==> src/ssrch_pkg.sv <==
// Shared constants, types and helpers for the substring search core.
// No dependencies.
package ssrch_pkg;

  localparam int MaxPattern = 16;
  localparam int MaxText    = 4096;

  localparam int PAT_LEN_W  = $clog2(MaxPattern + 1);
  localparam int TEXT_CNT_W = $clog2(MaxText + 1);
  localparam int POS_W      = 12;

  typedef logic [1:0] func_t;
  typedef logic [7:0] char_t;

  localparam func_t FUNC_PATTERN = 2'd0;
  localparam func_t FUNC_TEXT    = 2'd1;
  localparam func_t FUNC_END     = 2'd2;
  localparam func_t FUNC_CLEAR   = 2'd3;

  localparam char_t CHAR_NUL   = 8'h00;
  localparam char_t CHAR_UP_A  = 8'h41;
  localparam char_t CHAR_UP_Z  = 8'h5a;
  localparam char_t CASE_DELTA = 8'h20;

  // Fold ASCII upper case to lower case when enabled.
  function automatic char_t fold_char(input char_t c, input logic ic);
    if (ic && c >= CHAR_UP_A && c <= CHAR_UP_Z) begin
      return c + CASE_DELTA;
    end
    return c;
  endfunction

endpackage

==> src/substring_search_core.sv <==
// Substring search core: pattern store, sliding text window, match compare.
// Depends on ssrch_pkg.
//
// An end-of-text item is captured in the input register when it is accepted
// and its result is loaded into the result register as it leaves the input
// register. Throughput: one item per cycle; an end-of-text item waits in the
// input register only while the result register holds an untaken result.
// Reset clears all control state, the text window and the case-folding
// register; the pattern store is not cleared.
module substring_search_core (
  input  logic                            clk,
  input  logic                            rst,
  input  logic                            cfg_wr_en,
  input  logic                            cfg_wr_data,
  input  logic                            in_valid,
  output logic                            in_ready,
  input  ssrch_pkg::func_t                func,
  input  ssrch_pkg::char_t                data_byte,
  output logic                            out_valid,
  input  logic                            out_ready,
  output logic                            found,
  output logic [ssrch_pkg::POS_W-1:0]     position,
  output logic                            pattern_too_long
);
  import ssrch_pkg::*;

  // Configuration
  logic ignore_case;

  // Input register
  logic  s1_valid;
  func_t s1_func;
  char_t s1_byte;
  logic  s1_go;

  // Pattern is held right-aligned: the newest byte sits in the top entry,
  // so entry j lines up with window entry j for every pattern length.
  char_t                 pattern_store [MaxPattern];
  logic [PAT_LEN_W-1:0]  pattern_length;
  logic                  pattern_ended;
  logic                  overflow_flag;

  char_t                 text_window [MaxPattern];
  char_t                 window_next [MaxPattern];
  logic [TEXT_CNT_W-1:0] text_count;
  logic [TEXT_CNT_W-1:0] text_count_next;
  logic                  text_ended;
  logic                  match_seen;
  logic [POS_W-1:0]      match_offset;

  logic [MaxPattern-1:0] hit;
  logic                  window_hit;
  logic                  text_take;
  logic                  text_room;

  // An item leaves the input register unless it is an end of text that
  // would overwrite a result still waiting at the output.
  assign s1_go    = s1_valid && (s1_func != FUNC_END || !out_valid || out_ready);
  assign in_ready = !s1_valid || s1_go;

  always_ff @(posedge clk) begin
    if (rst) begin
      ignore_case <= 1'b0;
    end else if (cfg_wr_en) begin
      ignore_case <= cfg_wr_data;
    end
  end

  always_ff @(posedge clk) begin
    if (rst) begin
      s1_valid <= 1'b0;
    end else if (in_ready) begin
      s1_valid <= in_valid;
    end
  end

  always_ff @(posedge clk) begin
    if (in_ready && in_valid) begin
      s1_func <= func;
      s1_byte <= data_byte;
    end
  end

  // Window after shifting in the current byte, and its compare against the
  // stored pattern. Entries below the aligned pattern start always match.
  always_comb begin
    logic [PAT_LEN_W:0] reach;
    for (int j = 0; j < MaxPattern - 1; j++) begin
      window_next[j] = text_window[j+1];
    end
    window_next[MaxPattern-1] = s1_byte;
    for (int j = 0; j < MaxPattern; j++) begin
      reach  = (PAT_LEN_W+1)'(j) + {1'b0, pattern_length};
      hit[j] = (reach < (PAT_LEN_W+1)'(MaxPattern)) ||
               (fold_char(window_next[j], ignore_case) ==
                fold_char(pattern_store[j], ignore_case));
    end
  end

  assign window_hit      = &hit;
  assign text_room       = text_count < TEXT_CNT_W'(MaxText);
  assign text_take       = !text_ended && s1_byte != CHAR_NUL && text_room;
  assign text_count_next = text_count + TEXT_CNT_W'(1);

  // Pattern store: shift in a new byte at the top; no reset needed since
  // only entries covered by pattern_length are ever compared.
  always_ff @(posedge clk) begin
    if (s1_go && s1_func == FUNC_PATTERN && !pattern_ended &&
        s1_byte != CHAR_NUL && pattern_length < PAT_LEN_W'(MaxPattern)) begin
      for (int j = 0; j < MaxPattern - 1; j++) begin
        pattern_store[j] <= pattern_store[j+1];
      end
      pattern_store[MaxPattern-1] <= s1_byte;
    end
  end

  always_ff @(posedge clk) begin
    if (rst) begin
      pattern_length <= '0;
      pattern_ended  <= 1'b0;
      overflow_flag  <= 1'b0;
      text_count     <= '0;
      text_ended     <= 1'b0;
      match_seen     <= 1'b0;
      match_offset   <= '0;
      for (int j = 0; j < MaxPattern; j++) begin
        text_window[j] <= CHAR_NUL;
      end
    end else if (s1_go) begin
      unique case (s1_func)
        FUNC_PATTERN: begin
          if (!pattern_ended) begin
            if (s1_byte == CHAR_NUL) begin
              pattern_ended <= 1'b1;
            end else if (pattern_length < PAT_LEN_W'(MaxPattern)) begin
              pattern_length <= pattern_length + PAT_LEN_W'(1);
            end else begin
              overflow_flag <= 1'b1;
            end
          end
        end
        FUNC_TEXT: begin
          if (!text_ended && s1_byte == CHAR_NUL) begin
            text_ended <= 1'b1;
          end else if (text_take) begin
            for (int j = 0; j < MaxPattern; j++) begin
              text_window[j] <= window_next[j];
            end
            text_count <= text_count_next;
            // Record the first match only.
            if (!match_seen && !overflow_flag && pattern_length != '0 &&
                text_count_next >= TEXT_CNT_W'(pattern_length) && window_hit) begin
              match_seen   <= 1'b1;
              match_offset <= POS_W'(text_count_next - TEXT_CNT_W'(pattern_length));
            end
          end
        end
        FUNC_CLEAR: begin
          pattern_length <= '0;
          pattern_ended  <= 1'b0;
          overflow_flag  <= 1'b0;
          text_count     <= '0;
          text_ended     <= 1'b0;
          match_seen     <= 1'b0;
          match_offset   <= '0;
          for (int j = 0; j < MaxPattern; j++) begin
            text_window[j] <= CHAR_NUL;
          end
        end
        default: begin
          // End of text: drop the text state, keep the pattern.
          text_count   <= '0;
          text_ended   <= 1'b0;
          match_seen   <= 1'b0;
          match_offset <= '0;
          for (int j = 0; j < MaxPattern; j++) begin
            text_window[j] <= CHAR_NUL;
          end
        end
      endcase
    end
  end

  // Result register: load on end of text, hold until taken.
  always_ff @(posedge clk) begin
    if (rst) begin
      out_valid <= 1'b0;
    end else if (s1_go && s1_func == FUNC_END) begin
      out_valid <= 1'b1;
    end else if (out_ready) begin
      out_valid <= 1'b0;
    end
  end

  always_ff @(posedge clk) begin
    if (s1_go && s1_func == FUNC_END) begin
      pattern_too_long <= overflow_flag;
      if (overflow_flag) begin
        found    <= 1'b0;
        position <= '0;
      end else if (pattern_length == '0) begin
        // Empty pattern matches at the start of any text.
        found    <= 1'b1;
        position <= '0;
      end else begin
        found    <= match_seen;
        position <= match_seen ? match_offset : '0;
      end
    end
  end

endmodule

==> config.mk <==
export PLATFORM = sky130hd
export DESIGN_NAME = substring_search_core
export DESIGN_NICKNAME = d
export VERILOG_FILES = /design/src/ssrch_pkg.sv /design/src/substring_search_core.sv
export SDC_FILE = /design/constraint.sdc
export NUM_CORES = 1
export LEC_CHECK = 0
export BUFFER_PORTS_ARGS = -buffer_cell sky130_fd_sc_hd__buf_4
export CAP_MARGIN = 5
export CORE_UTILIZATION = 53
export DETAILED_ROUTE_END_ITERATION = 10
export PLACE_DENSITY = 0.7
export SYNTH_ARGS = -nofsm -noshare
export SYNTH_HDL_FRONTEND = slang
export SYNTH_SLANG_ARGS = --single-unit
==> constraint.sdc <==
create_clock -name clk -period 8.4 [get_ports clk]
set_input_delay 1.68 -clock clk [delete_from_list [all_inputs] [get_ports clk]]
set_output_delay 1.68 -clock clk [all_outputs]
set_load 0.05 [all_outputs]
# [Yosys cells after proc, flatten, opt, wreduce, memory -nomap -nowiden]
# Memories as Yosys holds them, arrays and structs flattened.
# Cells that the tools add are included.
[op_classes] n_eq_ne=28 add_sub_neg=50 n_reduce_logical=119 magnitude_cmp=83 n_mux=189 n_bitwise=50
[ops] op="2-to-1 mux 8 bit" count=112
[ops] op="adder 8 x 6 -> 8 bit, second input constant" count=32
[ops] op=">= comparator 8 x 7 -> 1 bit, second input constant" count=32
[ops] op="<= comparator 8 x 7 -> 1 bit, second input constant" count=32
[ops] op="== test 8 bit" count=16
[ops] op="less-than comparator 6 x 5 -> 1 bit, second input constant" count=15
[ops] op="logical AND 1 bit" count=78
[ops] op="2-to-1 mux 1 bit" count=62
[ops] op="adder 4 x 5 -> 6 bit, first input constant" count=8
[ops] op="bitwise OR 1 bit" count=48
[ops] op="2-to-1 mux 12 bit" count=3
[ops] op="2-to-1 mux 13 bit" count=2
[ops] op="case mux 13 bit (2 select lines)" count=1
[ops] op="adder 3 x 5 -> 6 bit, first input constant" count=4
[ops] op="case mux 12 bit (2 select lines)" count=1
[ops] op="logical OR 1 bit" count=19
[ops] op="!= test 2 bit, second input constant" count=8
[ops] op="AND reduction 16 bit" count=1
[ops] op="2-to-1 mux 5 bit" count=3
[ops] op="AND reduction 5 bit" count=3
[ops] op="adder 13 x 1 -> 13 bit, second input constant" count=1
[ops] op=">= comparator 13 x 5 -> 1 bit" count=1
[ops] op="less-than comparator 13 bit, second input constant" count=1
[ops] op="adder 2 x 5 -> 6 bit, first input constant" count=2
[ops] op="21 further kinds" count=34
[totals] n_memories=2 ramBits=256 output_inout_bits=16 word_cells=536 in_bits=16 regBits=61
[memory_table] memory="pattern_store" words=16 width=8 read_ports=16 rd_clocked_by_memory_dff=0 wr=16 line_no="substring_search_core.sv:38" rtl="char_t pattern_store [MaxPattern];"
[memory_table] memory="text_window" words=16 width=8 read_ports=15 rd_clocked_by_memory_dff=0 wr=16 line_no="substring_search_core.sv:43" rtl="char_t text_window [MaxPattern];"

# [Depth between registers and ports, before layout]
[logic_depth] word_depth=13 depth_mapped=14 depth_no_buf=13

# [Worst setup path before layout]
# OpenSTA, ideal clock, no wires.
[synth_timing] kind="input to register" start="input out_ready" end="memory pattern_store[0][0] in the netlist's numbering, enable pin" t_arrival_ns=7.326 n_path_buf=0 setup_ns=0.617 path_slack_ns=0.457 stages=4 required_time_ns=7.783 cell_sequence="nor2b_1 nand2_1 nand2_1 nor2_1"
[synth_lines] element="start: declaration" line_no="substring_search_core.sv:20" rtl="input logic out_ready,"
[synth_lines] element="end: declaration" line_no="substring_search_core.sv:38"

==> results.ini <==
[run_status]
status = finished clean

[power_and_ir_drop]
powerDensity_nw_per_um2 = 186
comb_power_share = 0.058
clkPwrFrac = 0.433
leakagePower_nw = 6.22
swShare = 0.224
pwr-share-seq = 0.509
peakVddDrop_uv = 144
p_int_w = 0.00260
power.switching_w = 0.000750

[worst_setup_path]
r2r-end = match_offset[3]
startpoint_type = flop
rr_worst_depth = 10
cpPeakStageDelay_ps = 850
slowest_stage = or4b_4
rr_startpoint = pattern_store[0][57]
cp_cell_sequence = or4_1, o21a_1, a41oi_1, xor2_1, nor4_1, o221ai_1, nor4b_1, nand4_1, or4b_4, o21ai_0
critPathKind = reg -> reg
critPathMaxFanout = 14
arrival_ps = 5000
r2r_slack_ps = 3830
crit_required_ps = 8830
end_kind = flop

[synthesis]
yosysUniqueCellTypes = 85
synth-edff-count = 208
synthFlopType = edfxtp_1
seq_area_frac_synth = 0.506
syn_area_um2 = 16400
ys_ff_latch = 309
synth.top_cell.area_share = 0.382
async_flop_share = 0
synth_top_area_cell = edfxtp_1
ys_warn_count = 0
syn-instance-count = 1600
syn_nets = 1662
avgSynthCellArea_um2 = 10.2
synth_area_leaders = edfxtp_1 (38%), dfxtp_1 (12%), xnor2_1 (5.5%)

[grt]
overflow = 0
grt_pass1_wl_mm = 56.9
grt_max_degree = 81
antenna_found_initial = 0
grt_pass1_vias = 11400
track_usage = 0.225

[route]
route.vias.total = 12100
vias_per_cell = 5.94
ant_nets = 0
route.detailed.drc = 0
wl_per_cell_um = 17.1
routed_wl_mm = 34.7
dr.pass1.iters = 6
dr.first_iter.drc_count = 832

[worst_hold_path]
hold_path_depth = 0
hold_end = pattern_too_long
min_from = overflow_flag
hp-class = reg -> reg

[finish]
final_area_um2 = 18000
area_delta_synth_final_pct = 10.2
fin_util = 0.600
drive_gt1_frac = 0.0786
seqCellArea_um2 = 8270
fillers = 2462
diodes = 0
nNetsFinal = 1677
multi_input_area_um2 = 7710

[die]
row_count = 63
io_pins = 32
dieHeight_um = 178
fp.dieArea_um2 = 31600
coreArea_um2 = 30000
initial_utilization = 0.545
die_w_um = 178

[clock_tree]
ctsHoldBuffers = 0
cts_resized = 0
cts_tree = done
htree_levels = 2
cts_sinks = 309
clock_latency_ps = 510
clk_path_buf_depth = 3
root_buffer = clkbuf_16
cts_setup_buffers = 0
cts.clk_slew.worst_paths_ps = 60
numCtsBuffers = 35

[sta]
timing.slew.headroom = 0.239
worst_slew_pin_slew_ps = 1130
slew_violations = 0
fin_crit_ps = 4570
timing.fmax_mhz = 219
fin_skew_ps = 19.3
finalCritPeriodShare = 0.544
hold_viol = 0
setup_violations = 0
grt_setup_unrepaired = false
tns_ps = 0

[placed_design]
placed_area_um2 = 16900
hpwl_mm = 23.6
port_buffers = 31
gp_congestion = 0.838

[job]
maxCapViolCount = 0

## how the worst max path moves through the flow
stage / startpoint / end
final: pattern_store[0][57] / match_offset[3]
after global routing: pattern_store[0][57] / match_offset[3]
after CTS: pattern_store[0][57] / match_offset[3]
after detailed placement: pattern_store[0][56] / match_offset[3]
after global placement: pattern_store[0][56] / match_offset[3]
after floorplan: out_ready / pattern_store[0][0]
## synth_stat cells, drive strengths merged, types with 41 or more instances
library cell / instances
clkbuf: 55
edfxtp: 208
xor2: 75
o21ai: 41
nor2: 154
dfxtp: 101
nor3: 152
ha: 45
nand3: 44
a21oi: 84
nand2: 111
and2: 58
xnor2: 102
## sequential cells by signal (all words and copies together), names as in the netlist, 2 cells and up
name	count
pattern_store	128
text_window	120
text_count	13
match_offset	12
position	12
s1_byte	8
pattern_length	5
s1_func	2
## cell families (layout without fill, tap and decap cells)
| family | count (synthesis) | in the layout | share of synthesized area |
|---|---|---|---|
| xor gates and xnor gates | 178 | 178 | 0.0962 |
| DFF | 309 | 309 | 0.506 |
| buffers and inverters | 104 | 145 | 0.0248 |
| and+or+nand+nor | 666 | 666 | 0.208 |
| muxes | 18 | 18 | 0.0111 |
| AOI/OAI and AO/OA | 279 | 279 | 0.119 |
| adders and majority gates | 46 | 46 | 0.0356 |
## power by group through the flow
stage	Sequential (W)	Clock, W	Combinational [W]
floorplan	0.00173	0	0.000144
global placement	0.00173	0	0.000187
detailed placement	0.00174	0	0.000193
CTS	0.00170	0.00148	0.000194
global route	0.00171	0.00154	0.000216
finish	0.00170	0.00145	0.000194
## layout by cell type (no fill, tap or decap), types with 16 or more instances in the layout
| cell | count |
|---|---|
| nand3_1 | 44 |
| nor3_1 | 151 |
| a211oi_1 | 23 |
| a311oi_1 | 16 |
| dfxtp_1 | 101 |
| a21oi_1 | 84 |
| ha_1 | 45 |
| nor3b_1 | 20 |
| and3_1 | 22 |
| buf_4 | 44 |
| xor2_1 | 75 |
| nand2_1 | 111 |
| mux2i_1 | 17 |
| xnor2_1 | 102 |
| nor2_1 | 152 |
| o21ai_0 | 27 |
| clkbuf_16 | 37 |
| edfxtp_1 | 208 |
| or4_1 | 17 |
| and2_1 | 57 |
| inv_1 | 38 |
## layout make-up
| cell class | count | share of cell area |
|---|---|---|
| Multi-Input combinational cell | 1187 | 0.428 |
| Sequential cell | 309 | 0.459 |
| Timing Repair Buffer | 44 | 0.0183 |
| Tap cell | 390 | 0.0271 |
| Clock inverter | 9 | 0.00389 |
| Clock buffer | 54 | 0.0566 |
| Inverter | 38 | 0.00791 |
## critical path: cells and delay by family (launching register included)
kind	cells	cell delay (ps)
DFF	1	450
AOI/OAI and AO/OA	4	890
and+or+nand+nor	5	3050
xor gates and xnor gates	1	100
## layer usage
| layer | up-vias | GRT usage | share of wire |
|---|---|---|---|
| met5 | - | 0 | 0 |
| met4 | 0 | 0.0687 | 0.022 |
| met3 | 58 | 0.0323 | 0.048 |
| met2 | 286 | 0.368 | 0.47 |
| met1 | 5795 | 0.307 | 0.46 |
| li1 | 5933 | - | - |
## through the flow
stage | cells | worst slack [ps] | power (W) | hold slack, ps
floorplan | 1600 | 457 | 0.00187 | 454
global placement | 1968 | 3920 | 0.00192 | 486
detailed placement | 1968 | 3900 | 0.00193 | 497
CTS | 2031 | 3870 | 0.00338 | 504
global route | 2031 | 3520 | 0.00347 | 525
finish | 2031 | 3830 | 0.00335 | 504
Power figures use the tool's default switching activity.
